## config.mk

```make
export PLATFORM = sky130hd
export DESIGN_NAME = led_flash_sequencer_core
export DESIGN_NICKNAME = d
export VERILOG_FILES = /design/src/rtl/lfs_pkg.sv /design/src/rtl/lfs_ctrl.sv /design/src/rtl/lfs_datapath.sv /design/src/rtl/led_flash_sequencer_core.sv
export SDC_FILE = /design/constraint.sdc
export NUM_CORES = 1
export LEC_CHECK = 0
export BUFFER_PORTS_ARGS = -buffer_cell sky130_fd_sc_hd__buf_2
export CAP_MARGIN = 20
export CORE_ASPECT_RATIO = 1.1
export CORE_MARGIN = 2
export CORE_UTILIZATION = 30
export CTS_CLUSTER_SIZE = 28
export DETAILED_ROUTE_END_ITERATION = 6
export PLACE_DENSITY = 0.54
export SLEW_MARGIN = 20
export SYNTH_ARGS = -nofsm -noshare
export SYNTH_HDL_FRONTEND = slang
export SYNTH_SLANG_ARGS = --single-unit
```

## constraint.sdc

```tcl
create_clock -name aclk -period 16.8 [get_ports aclk]
set_input_delay 0 -clock aclk [delete_from_list [all_inputs] [get_ports aclk]]
set_output_delay 0 -clock aclk [all_outputs]
set_load 0.005 [all_outputs]
```

## src/rtl/lfs_pkg.sv

```systemverilog
package lfs_pkg;

    // sizes
    localparam int LED_COUNT  = 4;
    localparam int TIME_WIDTH = 16;
    localparam int LED_IDX_W  = (LED_COUNT > 1) ? $clog2(LED_COUNT) : 1;
    localparam int MASK_LEDS  = (LED_COUNT < 4) ? LED_COUNT : 4;

    // product of a 9-bit unit sum and the 7-bit time scale
    localparam int PROD_W = 16;
    localparam int SAT_W  = PROD_W + TIME_WIDTH;
    localparam logic [TIME_WIDTH-1:0] TIME_MAX = '1;

    // heartbeat LED reset timing in ms
    localparam logic [PROD_W-1:0] HB_ON_MS    = PROD_W'(500);
    localparam logic [PROD_W-1:0] HB_CYCLE_MS = PROD_W'(1000);

    // stream and config port widths
    localparam int S_TDATA_W   = 32;
    localparam int M_TDATA_W   = 8;
    localparam int CFG_INDEX_W = 2;
    localparam int CFG_DATA_W  = 7;

    // register indexes
    localparam logic [CFG_INDEX_W-1:0] REG_DEFAULT_ON_MASK = 2'd0;
    localparam logic [CFG_INDEX_W-1:0] REG_TIME_SCALE      = 2'd1;

    // item kinds
    localparam logic ACT_TICK    = 1'b0;
    localparam logic ACT_SET_CMD = 1'b1;

    // function request codes
    localparam logic [7:0] FN_OFF   = 8'h00;
    localparam logic [7:0] FN_ON    = 8'hFF;
    localparam logic [7:0] FN_LOCAL = 8'hFC;

    // status codes
    localparam logic STATUS_OK      = 1'b0;
    localparam logic STATUS_BAD_IDX = 1'b1;

    // pending change kinds
    localparam logic [1:0] KIND_NONE  = 2'd0;
    localparam logic [1:0] KIND_ON    = 2'd1;
    localparam logic [1:0] KIND_OFF   = 2'd2;
    localparam logic [1:0] KIND_FLASH = 2'd3;

    // one LED's state record
    typedef struct packed {
        logic [TIME_WIDTH-1:0] on_p;
        logic [TIME_WIDTH-1:0] cyc_p;
        logic [TIME_WIDTH-1:0] pend_on;
        logic [TIME_WIDTH-1:0] pend_cyc;
        logic [1:0]            pend_kind;
        logic [TIME_WIDTH-1:0] ms;
        logic                  ovr;
        logic [1:0]            flashes;
        logic                  lit;
    } lfs_led_t;

    // controller to datapath
    typedef struct packed {
        logic                 load;
        logic                 apply_cmd;
        logic                 step;
        logic [LED_IDX_W-1:0] led;
        logic                 capture;
    } lfs_cmd_t;

    // datapath to controller
    typedef struct packed {
        logic is_cmd;
        logic idx_bad;
    } lfs_sts_t;

    function automatic logic [TIME_WIDTH-1:0] sat_time(input logic [PROD_W-1:0] v);
        logic [SAT_W-1:0] ext;
        ext = SAT_W'(v);
        if (ext > SAT_W'(TIME_MAX)) begin
            return TIME_MAX;
        end
        return ext[TIME_WIDTH-1:0];
    endfunction

    // end-of-cycle transition of one LED
    function automatic lfs_led_t next_state(input lfs_led_t r);
        lfs_led_t n;
        n = r;
        if (r.flashes > 2'd1 && r.cyc_p != '0) begin
            n.lit     = 1'b1;
            n.flashes = r.flashes - 2'd1;
        end else if (r.pend_kind != KIND_NONE) begin
            case (r.pend_kind)
                KIND_ON: begin
                    n.lit   = 1'b1;
                    n.cyc_p = '0;
                end
                KIND_OFF: begin
                    n.lit   = 1'b0;
                    n.cyc_p = '0;
                end
                default: begin
                    n.lit   = 1'b1;
                    n.cyc_p = r.pend_cyc;
                    n.on_p  = r.pend_on;
                end
            endcase
            n.pend_kind = KIND_NONE;
        end else if (r.cyc_p != '0) begin
            n.lit = 1'b1;
        end
        return n;
    endfunction

endpackage

```

## src/rtl/lfs_ctrl.sv

```systemverilog
module lfs_ctrl (
    input  logic              aclk,
    input  logic              aresetn,
    input  logic              s_tvalid,
    output logic              s_tready,
    output logic              m_tvalid,
    input  logic              m_tready,
    input  lfs_pkg::lfs_sts_t sts,
    output lfs_pkg::lfs_cmd_t cmd
);

    localparam logic [2:0] ST_IDLE   = 3'd0;
    localparam logic [2:0] ST_DECODE = 3'd1;
    localparam logic [2:0] ST_APPLY  = 3'd2;
    localparam logic [2:0] ST_PASS   = 3'd3;
    localparam logic [2:0] ST_FINISH = 3'd4;

    localparam logic [lfs_pkg::LED_IDX_W-1:0] LAST_LED =
        lfs_pkg::LED_IDX_W'(lfs_pkg::LED_COUNT - 1);

    logic [2:0]                    state_reg, state_next;
    logic [lfs_pkg::LED_IDX_W-1:0] cnt_reg, cnt_next;
    logic                          out_valid_reg, out_valid_next;

    always_comb begin
        state_next     = state_reg;
        cnt_next       = cnt_reg;
        cmd            = '0;
        cmd.led        = cnt_reg;
        s_tready       = (state_reg == ST_IDLE);
        case (state_reg)
            ST_IDLE: begin
                if (s_tvalid) begin
                    cmd.load   = 1'b1;
                    state_next = ST_DECODE;
                end
            end
            ST_DECODE: begin
                cnt_next = '0;
                if (!sts.is_cmd) begin
                    state_next = ST_PASS;
                end else if (sts.idx_bad) begin
                    state_next = ST_FINISH;
                end else begin
                    state_next = ST_APPLY;
                end
            end
            ST_APPLY: begin
                cmd.apply_cmd = 1'b1;
                state_next    = ST_PASS;
            end
            ST_PASS: begin
                cmd.step = 1'b1;
                if (cnt_reg == LAST_LED) begin
                    state_next = ST_FINISH;
                end else begin
                    cnt_next = cnt_reg + 1'b1;
                end
            end
            ST_FINISH: begin
                if (!out_valid_reg || m_tready) begin
                    cmd.capture = 1'b1;
                    state_next  = ST_IDLE;
                end
            end
            default: begin
                state_next = ST_IDLE;
            end
        endcase
        if (cmd.capture) begin
            out_valid_next = 1'b1;
        end else if (m_tready) begin
            out_valid_next = 1'b0;
        end else begin
            out_valid_next = out_valid_reg;
        end
    end

    always_ff @(posedge aclk) begin
        if (!aresetn) begin
            state_reg     <= ST_IDLE;
            cnt_reg       <= '0;
            out_valid_reg <= 1'b0;
        end else begin
            state_reg     <= state_next;
            cnt_reg       <= cnt_next;
            out_valid_reg <= out_valid_next;
        end
    end

    assign m_tvalid = out_valid_reg;

endmodule

```

## src/rtl/lfs_datapath.sv

```systemverilog
module lfs_datapath (
    input  logic                               aclk,
    input  logic                               aresetn,
    input  logic                               cfg_we,
    input  logic [lfs_pkg::CFG_INDEX_W-1:0]    cfg_index,
    input  logic [lfs_pkg::CFG_DATA_W-1:0]     cfg_data,
    input  logic                               s_tuser,
    input  logic [lfs_pkg::S_TDATA_W-1:0]      s_tdata,
    input  lfs_pkg::lfs_cmd_t                  cmd,
    output lfs_pkg::lfs_sts_t                  sts,
    output logic                               m_tuser,
    output logic [lfs_pkg::M_TDATA_W-1:0]      m_tdata
);

    // latched item
    logic       action_reg;
    logic       count_reg;
    logic [7:0] idx_reg;
    logic [7:0] fn_reg;
    logic [7:0] ont_reg;

    // config registers
    logic [3:0] dmask_reg;
    logic [6:0] tscale_reg;

    // per-LED state
    lfs_pkg::lfs_led_t led_reg [lfs_pkg::LED_COUNT];

    logic                          status_reg;
    logic [3:0]                    lit_mask_reg;
    logic [3:0]                    ovr_mask_reg;
    logic [3:0]                    lit_mask_next;
    logic [3:0]                    ovr_mask_next;

    logic [lfs_pkg::LED_IDX_W-1:0] led_addr;
    lfs_pkg::lfs_led_t             rec_cur;
    lfs_pkg::lfs_led_t             cmd_rec;
    lfs_pkg::lfs_led_t             step_rec;
    lfs_pkg::lfs_led_t             rec_next;
    logic [8:0]                    unit_sum;
    logic [lfs_pkg::PROD_W-1:0]    prod_cyc;
    logic [lfs_pkg::PROD_W-1:0]    prod_on;
    logic                          local_on;
    logic                          advance;

    // one pass step over one LED
    function automatic lfs_pkg::lfs_led_t led_step(input lfs_pkg::lfs_led_t r,
                                                   input logic adv);
        lfs_pkg::lfs_led_t n;
        n = r;
        if (r.cyc_p == '0) begin
            n = lfs_pkg::next_state(r);
        end else begin
            if (adv) begin
                n.ms = r.ms + 1'b1;
            end
            if (n.ms >= r.cyc_p) begin
                n.ms = '0;
                n    = lfs_pkg::next_state(n);
            end
            if (n.cyc_p != '0 && n.ms == n.on_p) begin
                n.lit = 1'b0;
            end
        end
        return n;
    endfunction

    // power-up state of one LED
    function automatic lfs_pkg::lfs_led_t led_reset(input int i);
        lfs_pkg::lfs_led_t n;
        n         = '0;
        n.flashes = 2'd1;
        n.lit     = (i == 0);
        // heartbeat LED flashes from reset
        if (i == lfs_pkg::LED_COUNT - 1) begin
            n.on_p  = lfs_pkg::sat_time(lfs_pkg::HB_ON_MS);
            n.cyc_p = lfs_pkg::sat_time(lfs_pkg::HB_CYCLE_MS);
        end
        return n;
    endfunction

    assign sts.is_cmd  = (action_reg == lfs_pkg::ACT_SET_CMD);
    assign sts.idx_bad = (idx_reg >= 8'(lfs_pkg::LED_COUNT));
    assign advance     = (action_reg == lfs_pkg::ACT_TICK) && count_reg;

    assign led_addr = cmd.apply_cmd ? idx_reg[lfs_pkg::LED_IDX_W-1:0] : cmd.led;
    assign rec_cur  = led_reg[led_addr];

    assign unit_sum = {1'b0, fn_reg} + {1'b0, ont_reg};
    assign prod_cyc = lfs_pkg::PROD_W'(unit_sum) * lfs_pkg::PROD_W'(tscale_reg);
    assign prod_on  = lfs_pkg::PROD_W'(ont_reg) * lfs_pkg::PROD_W'(tscale_reg);
    assign local_on = (idx_reg < 8'd4) && dmask_reg[idx_reg[1:0]];

    // set-state command applied to the addressed LED
    always_comb begin
        cmd_rec = rec_cur;
        case (fn_reg)
            lfs_pkg::FN_LOCAL: begin
                cmd_rec.ovr       = 1'b0;
                cmd_rec.pend_kind = local_on ? lfs_pkg::KIND_ON : lfs_pkg::KIND_OFF;
                cmd_rec.flashes   = 2'd1;
            end
            lfs_pkg::FN_ON: begin
                cmd_rec.pend_kind = lfs_pkg::KIND_ON;
                cmd_rec.ovr       = 1'b1;
            end
            lfs_pkg::FN_OFF: begin
                cmd_rec.pend_kind = lfs_pkg::KIND_OFF;
                cmd_rec.ovr       = 1'b1;
            end
            default: begin
                cmd_rec.pend_kind = lfs_pkg::KIND_FLASH;
                cmd_rec.ovr       = 1'b1;
                cmd_rec.pend_cyc  = lfs_pkg::sat_time(prod_cyc);
                cmd_rec.pend_on   = lfs_pkg::sat_time(prod_on);
                if (rec_cur.cyc_p == '0 && rec_cur.lit) begin
                    cmd_rec.flashes = 2'd2;
                end
            end
        endcase
    end

    assign step_rec = led_step(rec_cur, advance);
    assign rec_next = cmd.apply_cmd ? cmd_rec : step_rec;

    always_comb begin
        lit_mask_next = '0;
        ovr_mask_next = '0;
        for (int i = 0; i < lfs_pkg::MASK_LEDS; i++) begin
            lit_mask_next[i] = led_reg[i].lit;
            ovr_mask_next[i] = led_reg[i].ovr;
        end
    end

    always_ff @(posedge aclk) begin
        if (cmd.load) begin
            action_reg <= s_tuser;
            count_reg  <= s_tdata[0];
            idx_reg    <= s_tdata[8:1];
            fn_reg     <= s_tdata[16:9];
            ont_reg    <= s_tdata[24:17];
        end
        if (cmd.capture) begin
            status_reg   <= (sts.is_cmd && sts.idx_bad) ? lfs_pkg::STATUS_BAD_IDX
                                                        : lfs_pkg::STATUS_OK;
            lit_mask_reg <= lit_mask_next;
            ovr_mask_reg <= ovr_mask_next;
        end
    end

    always_ff @(posedge aclk) begin
        if (!aresetn) begin
            dmask_reg  <= 4'd9;
            tscale_reg <= 7'd10;
        end else if (cfg_we) begin
            case (cfg_index)
                lfs_pkg::REG_DEFAULT_ON_MASK: dmask_reg  <= cfg_data[3:0];
                lfs_pkg::REG_TIME_SCALE:      tscale_reg <= cfg_data[6:0];
                default: ;
            endcase
        end
    end

    always_ff @(posedge aclk) begin
        if (!aresetn) begin
            for (int i = 0; i < lfs_pkg::LED_COUNT; i++) begin
                led_reg[i] <= led_reset(i);
            end
        end else if (cmd.apply_cmd || cmd.step) begin
            led_reg[led_addr] <= rec_next;
        end
    end

    assign m_tuser = status_reg;
    assign m_tdata = {ovr_mask_reg, lit_mask_reg};

endmodule

```

## src/rtl/led_flash_sequencer_core.sv

```systemverilog
// channel | dir | handshake          | payload
// s_      | in  | s_tvalid/s_tready  | tuser: action; tdata: count_time, led_index,
//         |     |                    |   function_req, on_time
// m_      | out | m_tvalid/m_tready  | tuser: status; tdata: lit_mask, override_mask
// cfg_    | in  | cfg_valid/cfg_ready| cfg_index, cfg_data (register write)
//
// one item at a time: a tick walks load, decode, one step per LED and capture,
// a set-state command adds its apply step, a bad LED index takes only load, decode and capture
// the per-LED pass walks the LEDs through a single shared update unit, one per cycle
// the result sits in an output register, so a new beat is taken while it waits
// a stalled result holds the block in its finish step until the register frees up
// aresetn is synchronous, active low; config writes are taken every cycle
module led_flash_sequencer_core (
    input  logic                            aclk,
    input  logic                            aresetn,
    // input beats
    input  logic                            s_tvalid,
    output logic                            s_tready,
    input  logic                            s_tuser,   // [0] action
    input  logic [lfs_pkg::S_TDATA_W-1:0]   s_tdata,   // [0] count_time, [8:1] led_index,
                                                       // [16:9] function_req,
                                                       // [24:17] on_time, [31:25] zero
    // result beats
    output logic                            m_tvalid,
    input  logic                            m_tready,
    output logic                            m_tuser,   // [0] status
    output logic [lfs_pkg::M_TDATA_W-1:0]   m_tdata,   // [3:0] lit_mask, [7:4] override_mask
    // register writes
    input  logic                            cfg_valid,
    output logic                            cfg_ready,
    input  logic [lfs_pkg::CFG_INDEX_W-1:0] cfg_index,
    input  logic [lfs_pkg::CFG_DATA_W-1:0]  cfg_data
);

    lfs_pkg::lfs_cmd_t cmd;
    lfs_pkg::lfs_sts_t sts;

    // config registers never back-pressure
    assign cfg_ready = 1'b1;

    // sequencer: walks load, decode, command apply, LED pass and result capture
    lfs_ctrl u_ctrl (
        .aclk     (aclk),
        .aresetn  (aresetn),
        .s_tvalid (s_tvalid),
        .s_tready (s_tready),
        .m_tvalid (m_tvalid),
        .m_tready (m_tready),
        .sts      (sts),
        .cmd      (cmd)
    );

    // LED state, config registers and the result register
    lfs_datapath u_dp (
        .aclk      (aclk),
        .aresetn   (aresetn),
        .cfg_we    (cfg_valid && cfg_ready),
        .cfg_index (cfg_index),
        .cfg_data  (cfg_data),
        .s_tuser   (s_tuser),
        .s_tdata   (s_tdata),
        .cmd       (cmd),
        .sts       (sts),
        .m_tuser   (m_tuser),
        .m_tdata   (m_tdata)
    );

endmodule

```

## Word-level counts from Yosys, hierarchy flattened

Memories as Yosys holds them, arrays and structs flattened. A register that Yosys moved wholly into a read port is not among the register bits.
Cells that the tools add are included.

- Flip-flop bits (word level): 44
- RAM bits: 344
- Bits of input ports: 47
- Output and inout bits: 12
- Logic and storage cells: 117
- Memories kept: 1

- Add/sub/neg operators: 4
- Multiply operators: 2
- $lt $le $gt $ge: 5
- Equal/unequal tests: 15
- Multiplexer cells: 52
- Bitwise gates (word level): 1
- Reductions and logical operators: 26

Memory list:

| name | words | bits a word | read ports | clocked after Yosys merged registers in | wr ports | line | source |
|---|---|---|---|---|---|---|---|
| u_dp.led_reg | 4 | 86 | 5 | 4 | 4 | lfs_datapath.sv:27 | `lfs_pkg::lfs_led_t led_reg [lfs_pkg::LED_COUNT];` |

Operator list:

| kind | number |
|---|---|
| $mux 86 | 5 |
| $mux 32 | 4 |
| $reduce_or 86->1 | 1 |
| $mux 16 | 4 |
| $reduce_bool 16->1 | 2 |
| $mux 1 | 21 |
| $add 16x1->16 const B | 1 |
| $eq 16x16->1 | 1 |
| $eq 8x8->1 const B | 2 |
| $ge 16x16->1 | 1 |
| $logic_not 16->1 | 1 |
| $mul 9x7->16 | 1 |
| $mux 2 | 8 |
| $mul 8x7->15 | 1 |
| $mux 3 | 5 |
| $pmux 3 s5 | 1 |
| $add 8x8->9 | 1 |
| $ge 8x3->1 const B | 1 |
| $logic_not 8->1 | 1 |
| $lt 8x3->1 const B | 1 |
| $pmux 2 s2 | 2 |
| $eq 3x2->1 const B | 2 |
| $logic_and 1x1->1 | 6 |
| $pmux 2 s3 | 1 |
| 21 further kinds | 31 |

## Longest topological paths before layout

Gate-level depths: netlist of the first run.
An unclocked memory read counts as a cell.

- Depth after elaboration: 17
- Gate-level depth with buffers: 27

## Cells and area by module

Synthesis of the first run repeated with hierarchy kept, for this count alone.

- Cell total of the unflattened synthesis: 1973
- Area total of the unflattened synthesis: 23224.8 um^2

Modules (own cells, without submodules):

| module | times used | cells an instance | area each (um^2) | seq. area each (um^2) |
|---|---|---|---|---|
| lfs_datapath | 1 | 1930 | 22859.4 | 11601.1 |
| lfs_ctrl | 1 | 41 | 354.1 | 120.1 |
| led_flash_sequencer_core | 1 | 2 | 11.3 | 0.0 |

## Least setup slack after synthesis of the first run

Ideal clock, no wire load.

- Kind: register to register
- Start: reg u_dp.ont_reg[0]
- End: mem u_dp.led_reg[1][37] in the netlist's numbering (data pin)
- Setup time: 265 ps
- Data arrival time: 5980 ps
- Setup slack: 10555 ps
- Cell stages (with the launch flop): 28
- Path buffers: 0
- Period minus slack after synthesis: 6245 ps
- Cells stage by stage: edfxtp_1 -> ha_1 -> inv_1 -> fa_1 -> inv_1 -> a21oi_1 -> o21ai_0 -> a21oi_1 -> o21bai_1 -> xor2_1 -> and2_1 -> fa_1 -> inv_1 -> fa_1 -> inv_1 -> fa_1 -> inv_1 -> fa_1 -> inv_1 -> ha_1 -> inv_1 -> o21ai_0 -> a211o_1 -> a2111oi_0 -> o31ai_1 -> xnor2_1 -> mux2i_1 -> nor2_1

RTL lines:

| what | line | source |
|---|---|---|
| from (decl) | lfs_datapath.sv:20 | `logic [7:0] ont_reg;` |
| from (signal assigned) | lfs_datapath.sv:141 | `ont_reg <= s_tdata[24:17];` |
| to (decl) | lfs_datapath.sv:27 |  |

==> impl_metrics.yaml, run 1 <==
yosys:
  synth_seq_cells: 396
  ys.warnings.count: 0
  synthAdderAreaFrac_pct: 10.11
  synth.mux.area_fraction_pct: 14.89
  synth_top_family_by_area: "multiplexers"
  yosys.cell_types.count: 78
  synth_edf_count: 379
  yosys.area_share.simple_pct: 14.69
  synth.avg_cell_area_sq_um: 11.01
  syn_nets: 2424
  seq_area_frac_synth_pct: 47.99
  synth-main-ff-cell: "edfxtp_1"
  syn_area_sq_um: 24420
  synthCells: 2218
  synth_compound_area_share_pct: 5.840
  synthXorXnorAreaFrac_pct: 1.465
  async_flop_share_pct: 0
global_route:
  antenna_found_initial: 0
  grt_first_pass_wirelength_um: 102400
  first_global_vias: 17815
  overflow: 0
  track_usage_pct: 15.56
  grt_max_degree: 87
finish:
  nNetsFinal: 2479
  syn_to_final_growth_pct: 13.41
  fin_area_sq_um: 27700
  fill_cells: 8048
  drive_gt1_share_pct: 10.13
  largest_reg_flops: 344
  final_cell_mix: "379 x edfxtp_1, 338 x nor2_1, 245 x mux2i_1"
  finalNonFillerCells: 3366
  mostFrequentLayoutCell: "edfxtp_1"
floorplanning:
  coreArea_sq_um: 80460
  die_h_um: 303.2
  initial_core_util_pct: 30.35
  dieArea_sq_um: 83710
  die_w_um: 276.0
  row_count: 109
  io_pins: 59
sta:
  finalSetupViolations: 0
  final_max_slew_viol_count: 0
  slew_headroom_pct: 32.24
  hold_violations: 0
  period_share_pct: 45.05
  min_period_ps: 7568
  rsz0062_at_grt: "false"
  worst_slew_pin_slew_ps: 1008
  tns_ps: 0
  finalClockSkew_ps: 12.70
  fmax_mhz: 132.1
critical_path:
  start_kind: "flip-flop"
  required_ps: 17090
  end_kind: "flip-flop"
  critPathArrivalTime_ps: 7860
  path_class: "reg -> reg"
  cp_max_fo: 35
clock_network:
  clkLatencyLatePin_ps: 580
  clkTransAtPathRegs_ps: 60
  htreeDepth: 2
  cts_setup_buffers: 0
  ctsHoldBuffers: 41
  cts_num_sinks: 396
  numCtsBuffers: 46
  root_buffer: "clkbuf_16"
  cts_buffer_depth: 3
  cts_tree: "built"
  cts_resized: 0
route:
  firstDrtPassIters: 7
  drc: 2
  drt_wl_total_um: 65300
  vias: 17205
  drtAntennaViolNets: 0
  vias_per_cell: 5.111
  drt-initial-drc-count: 1198
  wl_per_cell_um: 19.40
power:
  max-vdd-ir-drop_mv: 0.07887
  power.density_nw_per_um2: 101.2
  leakage_nw: 11.13
job:
  cap_viol_max_count: 0
outcome:
  status: "complete, but fails checks"
  violations: "DRC"
place:
  place_area_sq_um: 25820
  port_buffers: 50
  dp.final_hpwl_um: 41510
  gp_congestion: 0.8200
  place_inst: 3238
worst_hold_path:
  hold_class: "in -> reg"
[final timing paths]
kind,start,endpoint,slack [ps],depth (start not counted)
worst max-delay path,u_ctrl.state_reg[0],u_dp.led_reg[2][84],9230,20
worst min-delay path,cfg_valid,u_dp.tscale_reg[1],80,4
worst max register to register,u_ctrl.state_reg[0],u_dp.led_reg[2][84],9230,20
worst min register to register,u_dp.led_reg[0][3],m_tdata[4],450,0
[metal layers]
| layer | GRT usage (%) | share of wire [%] |
|---|---|---|
| met1 | 19.65 | 43 |
| met3 | 1.919 | 4.4 |
| met4 | 4.320 | 2.3 |
| met2 | 28.10 | 50 |
| met5 | 0 | 0 |
[synth_stat cells (all sizes together), types with 4 or more instances]
library cell,instances,area share [%]
mux4,45,4.1
buf,50,1.1
a21boi,7,0.22
o31ai,12,0.37
a21oi,57,1.2
and2,61,1.6
a22oi,7,0.22
or3,6,0.15
nor2,338,5.2
nand4,14,0.38
and3,14,0.36
a31oi,10,0.26
or4,7,0.22
xor2,14,0.50
o21ai,56,1.1
fa,64,5.2
edfxtp,379,47
mux2,14,0.65
nor3,41,0.91
a2111o,4,0.18
mux2i,246,10
o22ai,4,0.10
a21o,11,0.34
o21a,6,0.18
dfxtp,17,1.4
o211ai,5,0.15
nor2b,8,0.20
inv,183,2.8
nand2,209,3.2
ha,95,4.9
nor4,11,0.31
clkbuf,67,1.0
a211oi,6,0.18
o2111ai,5,0.18
nand2b,17,0.44
nand3,54,1.1
xnor2,26,0.96
[final cells by class]
type                    instances  area (sq um)  area share [%]
well taps                    1054          1319           4.761
clock inverters                17         125.1          0.4518
inverters                     184         690.7           2.494
clock buffers                  69          1341           4.843
flip-flops and latches        396         11730           42.33
diodes                          1         2.502        0.009035
multi-input cells            1521         11580           41.83
repair buffers                124         908.4           3.280
[logic make-up (layout without fill, tap and decap cells)]
| family | Yosys count | in the layout |
|---|---|---|
| adder cells (fa/ha/maj) | 159 | 159 |
| AO/OA/AOI/OAI | 219 | 219 |
| buffers and inverters | 301 | 394 |
| XOR/XNOR | 40 | 40 |
| multiplexers | 305 | 305 |
| flip-flops | 396 | 396 |
| AND/OR/NAND/NOR | 797 | 797 |
| other | 1 | 2 |
[power by group]
part	switching (mW)	internal, mW
sequential	0.0266	1.13
clock	0.410	0.568
combinational	0.417	0.253
total	0.854	1.95
[critical path: stages, from the launching register on]
cell,delay (ps)
dfxtp_1,800
nor3b_4,80
buf_4,250
mux2_4,720
buf_4,510
mux2i_1,370
nor4b_1,700
nand4_1,310
xnor2_1,510
inv_1,90
ha_1,320
nand4_1,110
nor2_1,130
o2111ai_1,150
o211ai_1,310
o21ai_0,200
nor3_2,490
nand2_1,560
mux2_2,450
nand2_1,120
nor2_1,70
[metrics by stage]
stage                     power, mW  util, %  hold slack, ps  worst slack [ps]
after global placement        1.827    32.09           176.9              9350
final                         2.803    34.42           84.04              9232
after detailed placement      1.837    32.09           178.1              9304
after global routing          2.952    34.42           118.6              8759
after CTS                     2.823    34.42           73.78              9294
after floorplan               1.646        -           98.87             10560
Note: power is estimated with default switching activity, not from simulation.
==> run 2: changes to the inputs <==
--- a/config.mk
+++ b/config.mk
@@ -12,7 +12,7 @@
 export CORE_UTILIZATION = 30
 export CTS_CLUSTER_SIZE = 28
 export DETAILED_ROUTE_END_ITERATION = 6
-export PLACE_DENSITY = 0.54
+export PLACE_DENSITY = 0.56
 export SLEW_MARGIN = 20
 export SYNTH_ARGS = -nofsm -noshare
 export SYNTH_HDL_FRONTEND = slang
==> constraint.sdc (replaced) <==
create_clock -name aclk -period 6.05 [get_ports aclk]
set_input_delay 0 -clock aclk [delete_from_list [all_inputs] [get_ports aclk]]
set_output_delay 0 -clock aclk [all_outputs]
set_load 0.005 [all_outputs]
==> impl_metrics.yaml, run 2 (synthesized netlist as in run 1, its figures left out) <==
critical_path:
  r2r_end: "u_dp.led_reg[0][34]"
  start_kind: "flip-flop"
  required_ps: 6330
  crit_path_frequent_cell: "inv_1"
  reg2reg_depth: 26
  end_kind: "flip-flop"
  cp_max_fo: 4
  rrSetupSlack_ps: 100
  slowest_delay_ps: 530
  critPathSlowestCell: "fa_1"
  path_class: "reg -> reg"
  r2r-start: "u_dp.fn_reg[1]"
  critPathArrivalTime_ps: 6230
global_route:
  first_global_vias: 18179
  overflow: 0
  track_usage_pct: 15.97
  antenna_found_initial: 0
  grt_max_degree: 54
  grt_first_pass_wirelength_um: 104200
job:
  cap_viol_max_count: 0
route:
  wl_per_cell_um: 19.54
  drt_wl_total_um: 67550
  drtAntennaViolNets: 0
  firstDrtPassIters: 7
  vias: 17532
  drt-initial-drc-count: 1364
  vias_per_cell: 5.070
  drc: 6
power:
  leakage_nw: 11.63
  max-vdd-ir-drop_mv: 0.1855
  p_int_mw: 5.608
  pwr-share-comb_pct: 27.7
  pwr-share-seq_pct: 39.4
  power.density_nw_per_um2: 282.3
  p_sw_mw: 2.476
  sw_frac_of_total_pct: 30.63
  p_clk_share_pct: 32.9
sta:
  slew_headroom_pct: 35.10
  final_max_slew_viol_count: 0
  hold_violations: 0
  finalSetupViolations: 0
  hold_ws_ps: 133.6
  min_period_ps: 5952
  finalClockSkew_ps: 15.77
  period_share_pct: 98.38
  worst_slew_pin_slew_ps: 965.4
  rsz0062_at_grt: "true"
  fmax_mhz: 168.0
worst_hold_path:
  hold_class: "in -> reg"
  worstHoldEndpoint: "u_dp.ont_reg[4]"
  min_from: "s_tdata[21]"
  hold_depth: 2
finish:
  mostFrequentLayoutCell: "edfxtp_1"
  antennaDiodeCount: 0
  largest_reg_flops: 344
  nNetsFinal: 2577
  final_cell_mix: "379 x edfxtp_1, 336 x nor2_1, 245 x mux2i_1"
  syn_to_final_growth_pct: 17.26
  fin_util_pct: 35.59
  drive_gt1_share_pct: 15.31
floorplanning:
  dieArea_sq_um: 83710
  die_w_um: 276.0
  die_h_um: 303.2
  io_pins: 59
  initial_core_util_pct: 30.35
  row_count: 109
  coreArea_sq_um: 80460
clock_network:
  root_buffer: "clkbuf_16"
  numCtsBuffers: 45
  cts_buffer_depth: 3
  htreeDepth: 2
  cts_num_sinks: 396
  cts_tree: "built"
  clkLatencyLatePin_ps: 580
  clkTransAtPathRegs_ps: 60
place:
  dp.final_hpwl_um: 44320
  gp_congestion: 0.8752
  port_buffers: 50
outcome:
  status: "complete, but fails checks"
  violations: "DRC"
-- run 2: worst max-delay path, delay by kind of cell (launching register included) --
family | cells | cell delay [ps]
xor+xnor | 1 | 110
compound gates | 11 | 1750
fa+ha+maj | 6 | 2510
simple gates | 3 | 600
buf+inv | 5 | 290
flops | 1 | 410
-- run 2: how the worst max path moves through the flow --
stage	start	slack [ps]	cells past startpoint	endpoint
floorplan	u_dp.ont_reg[0]	50	27	u_dp.led_reg[1][37]
global placement	u_dp.ont_reg[1]	-170	26	u_dp.led_reg[2][34]
detailed placement	u_dp.ont_reg[1]	-270	26	u_dp.led_reg[0][34]
CTS	u_ctrl.state_reg[1]	8	19	u_dp.led_reg[2][0]
global route	u_dp.fn_reg[0]	-180	28	u_dp.led_reg[2][37]
finish	u_dp.fn_reg[1]	100	26	u_dp.led_reg[0][34]
-- run 2: power by group through the flow --
stage | clock network [mW] | registers (mW) | logic [mW]
floorplan | 0 | 3.24 | 1.35
global placement | 0 | 3.24 | 1.98
detailed placement | 0 | 3.25 | 2.01
CTS | 2.70 | 3.19 | 2.09
global route | 2.81 | 3.20 | 2.48
finish | 2.66 | 3.19 | 2.24
-- run 2: metal layers --
metal	track usage [%]	part of all wire (%)	vias up
met5	0	0	-
met1	19.70	43	8844
li1	-	-	8146
met3	2.058	4.6	100
met4	5.087	2.5	0
met2	29.06	50	442
-- run 2: cell type report --
cell class / instances / area, sq um
flip-flops and latches: 396 / 11730
fillers: 8003 / 51830
inverters: 184 / 690.7
clock buffers: 63 / 1224
clock inverters: 17 / 171.4
multi-input cells: 1521 / 11770
repair buffers: 223 / 1737
well taps: 1054 / 1319
-- run 2: metrics by stage --
step | power [mW] | cells | setup TNS, ps | worst slack [ps] | instance area (sq um)
6_report | 8.084 | 3458 | 0 | 98.06 | 28640
5_1_grt | 8.488 | 3458 | -2294 | -177.8 | 28640
4_1_cts | 7.985 | 3436 | 0 | 7.762 | 28320
3_5_place_dp | 5.262 | 3311 | -3003 | -267.5 | 26440
3_3_place_gp | 5.220 | 3310 | -1705 | -173.8 | 26410
2_1_floorplan | 4.581 | 2218 | 0 | 49.31 | 24430
-- run 2: timing repair --
| action | in CTS | in global routing |
|---|---|---|
| gates cloned | 0 | 0 |
| buffers inserted | 3 | 22 |
| hold endpoints to repair | 42 | 0 |
| pin swaps | 10 | 39 |
| gates resized for setup | 13 | 36 |
| endpoints found under the setup margin | 16 | 141 |
| hold buffers | 42 | 0 |
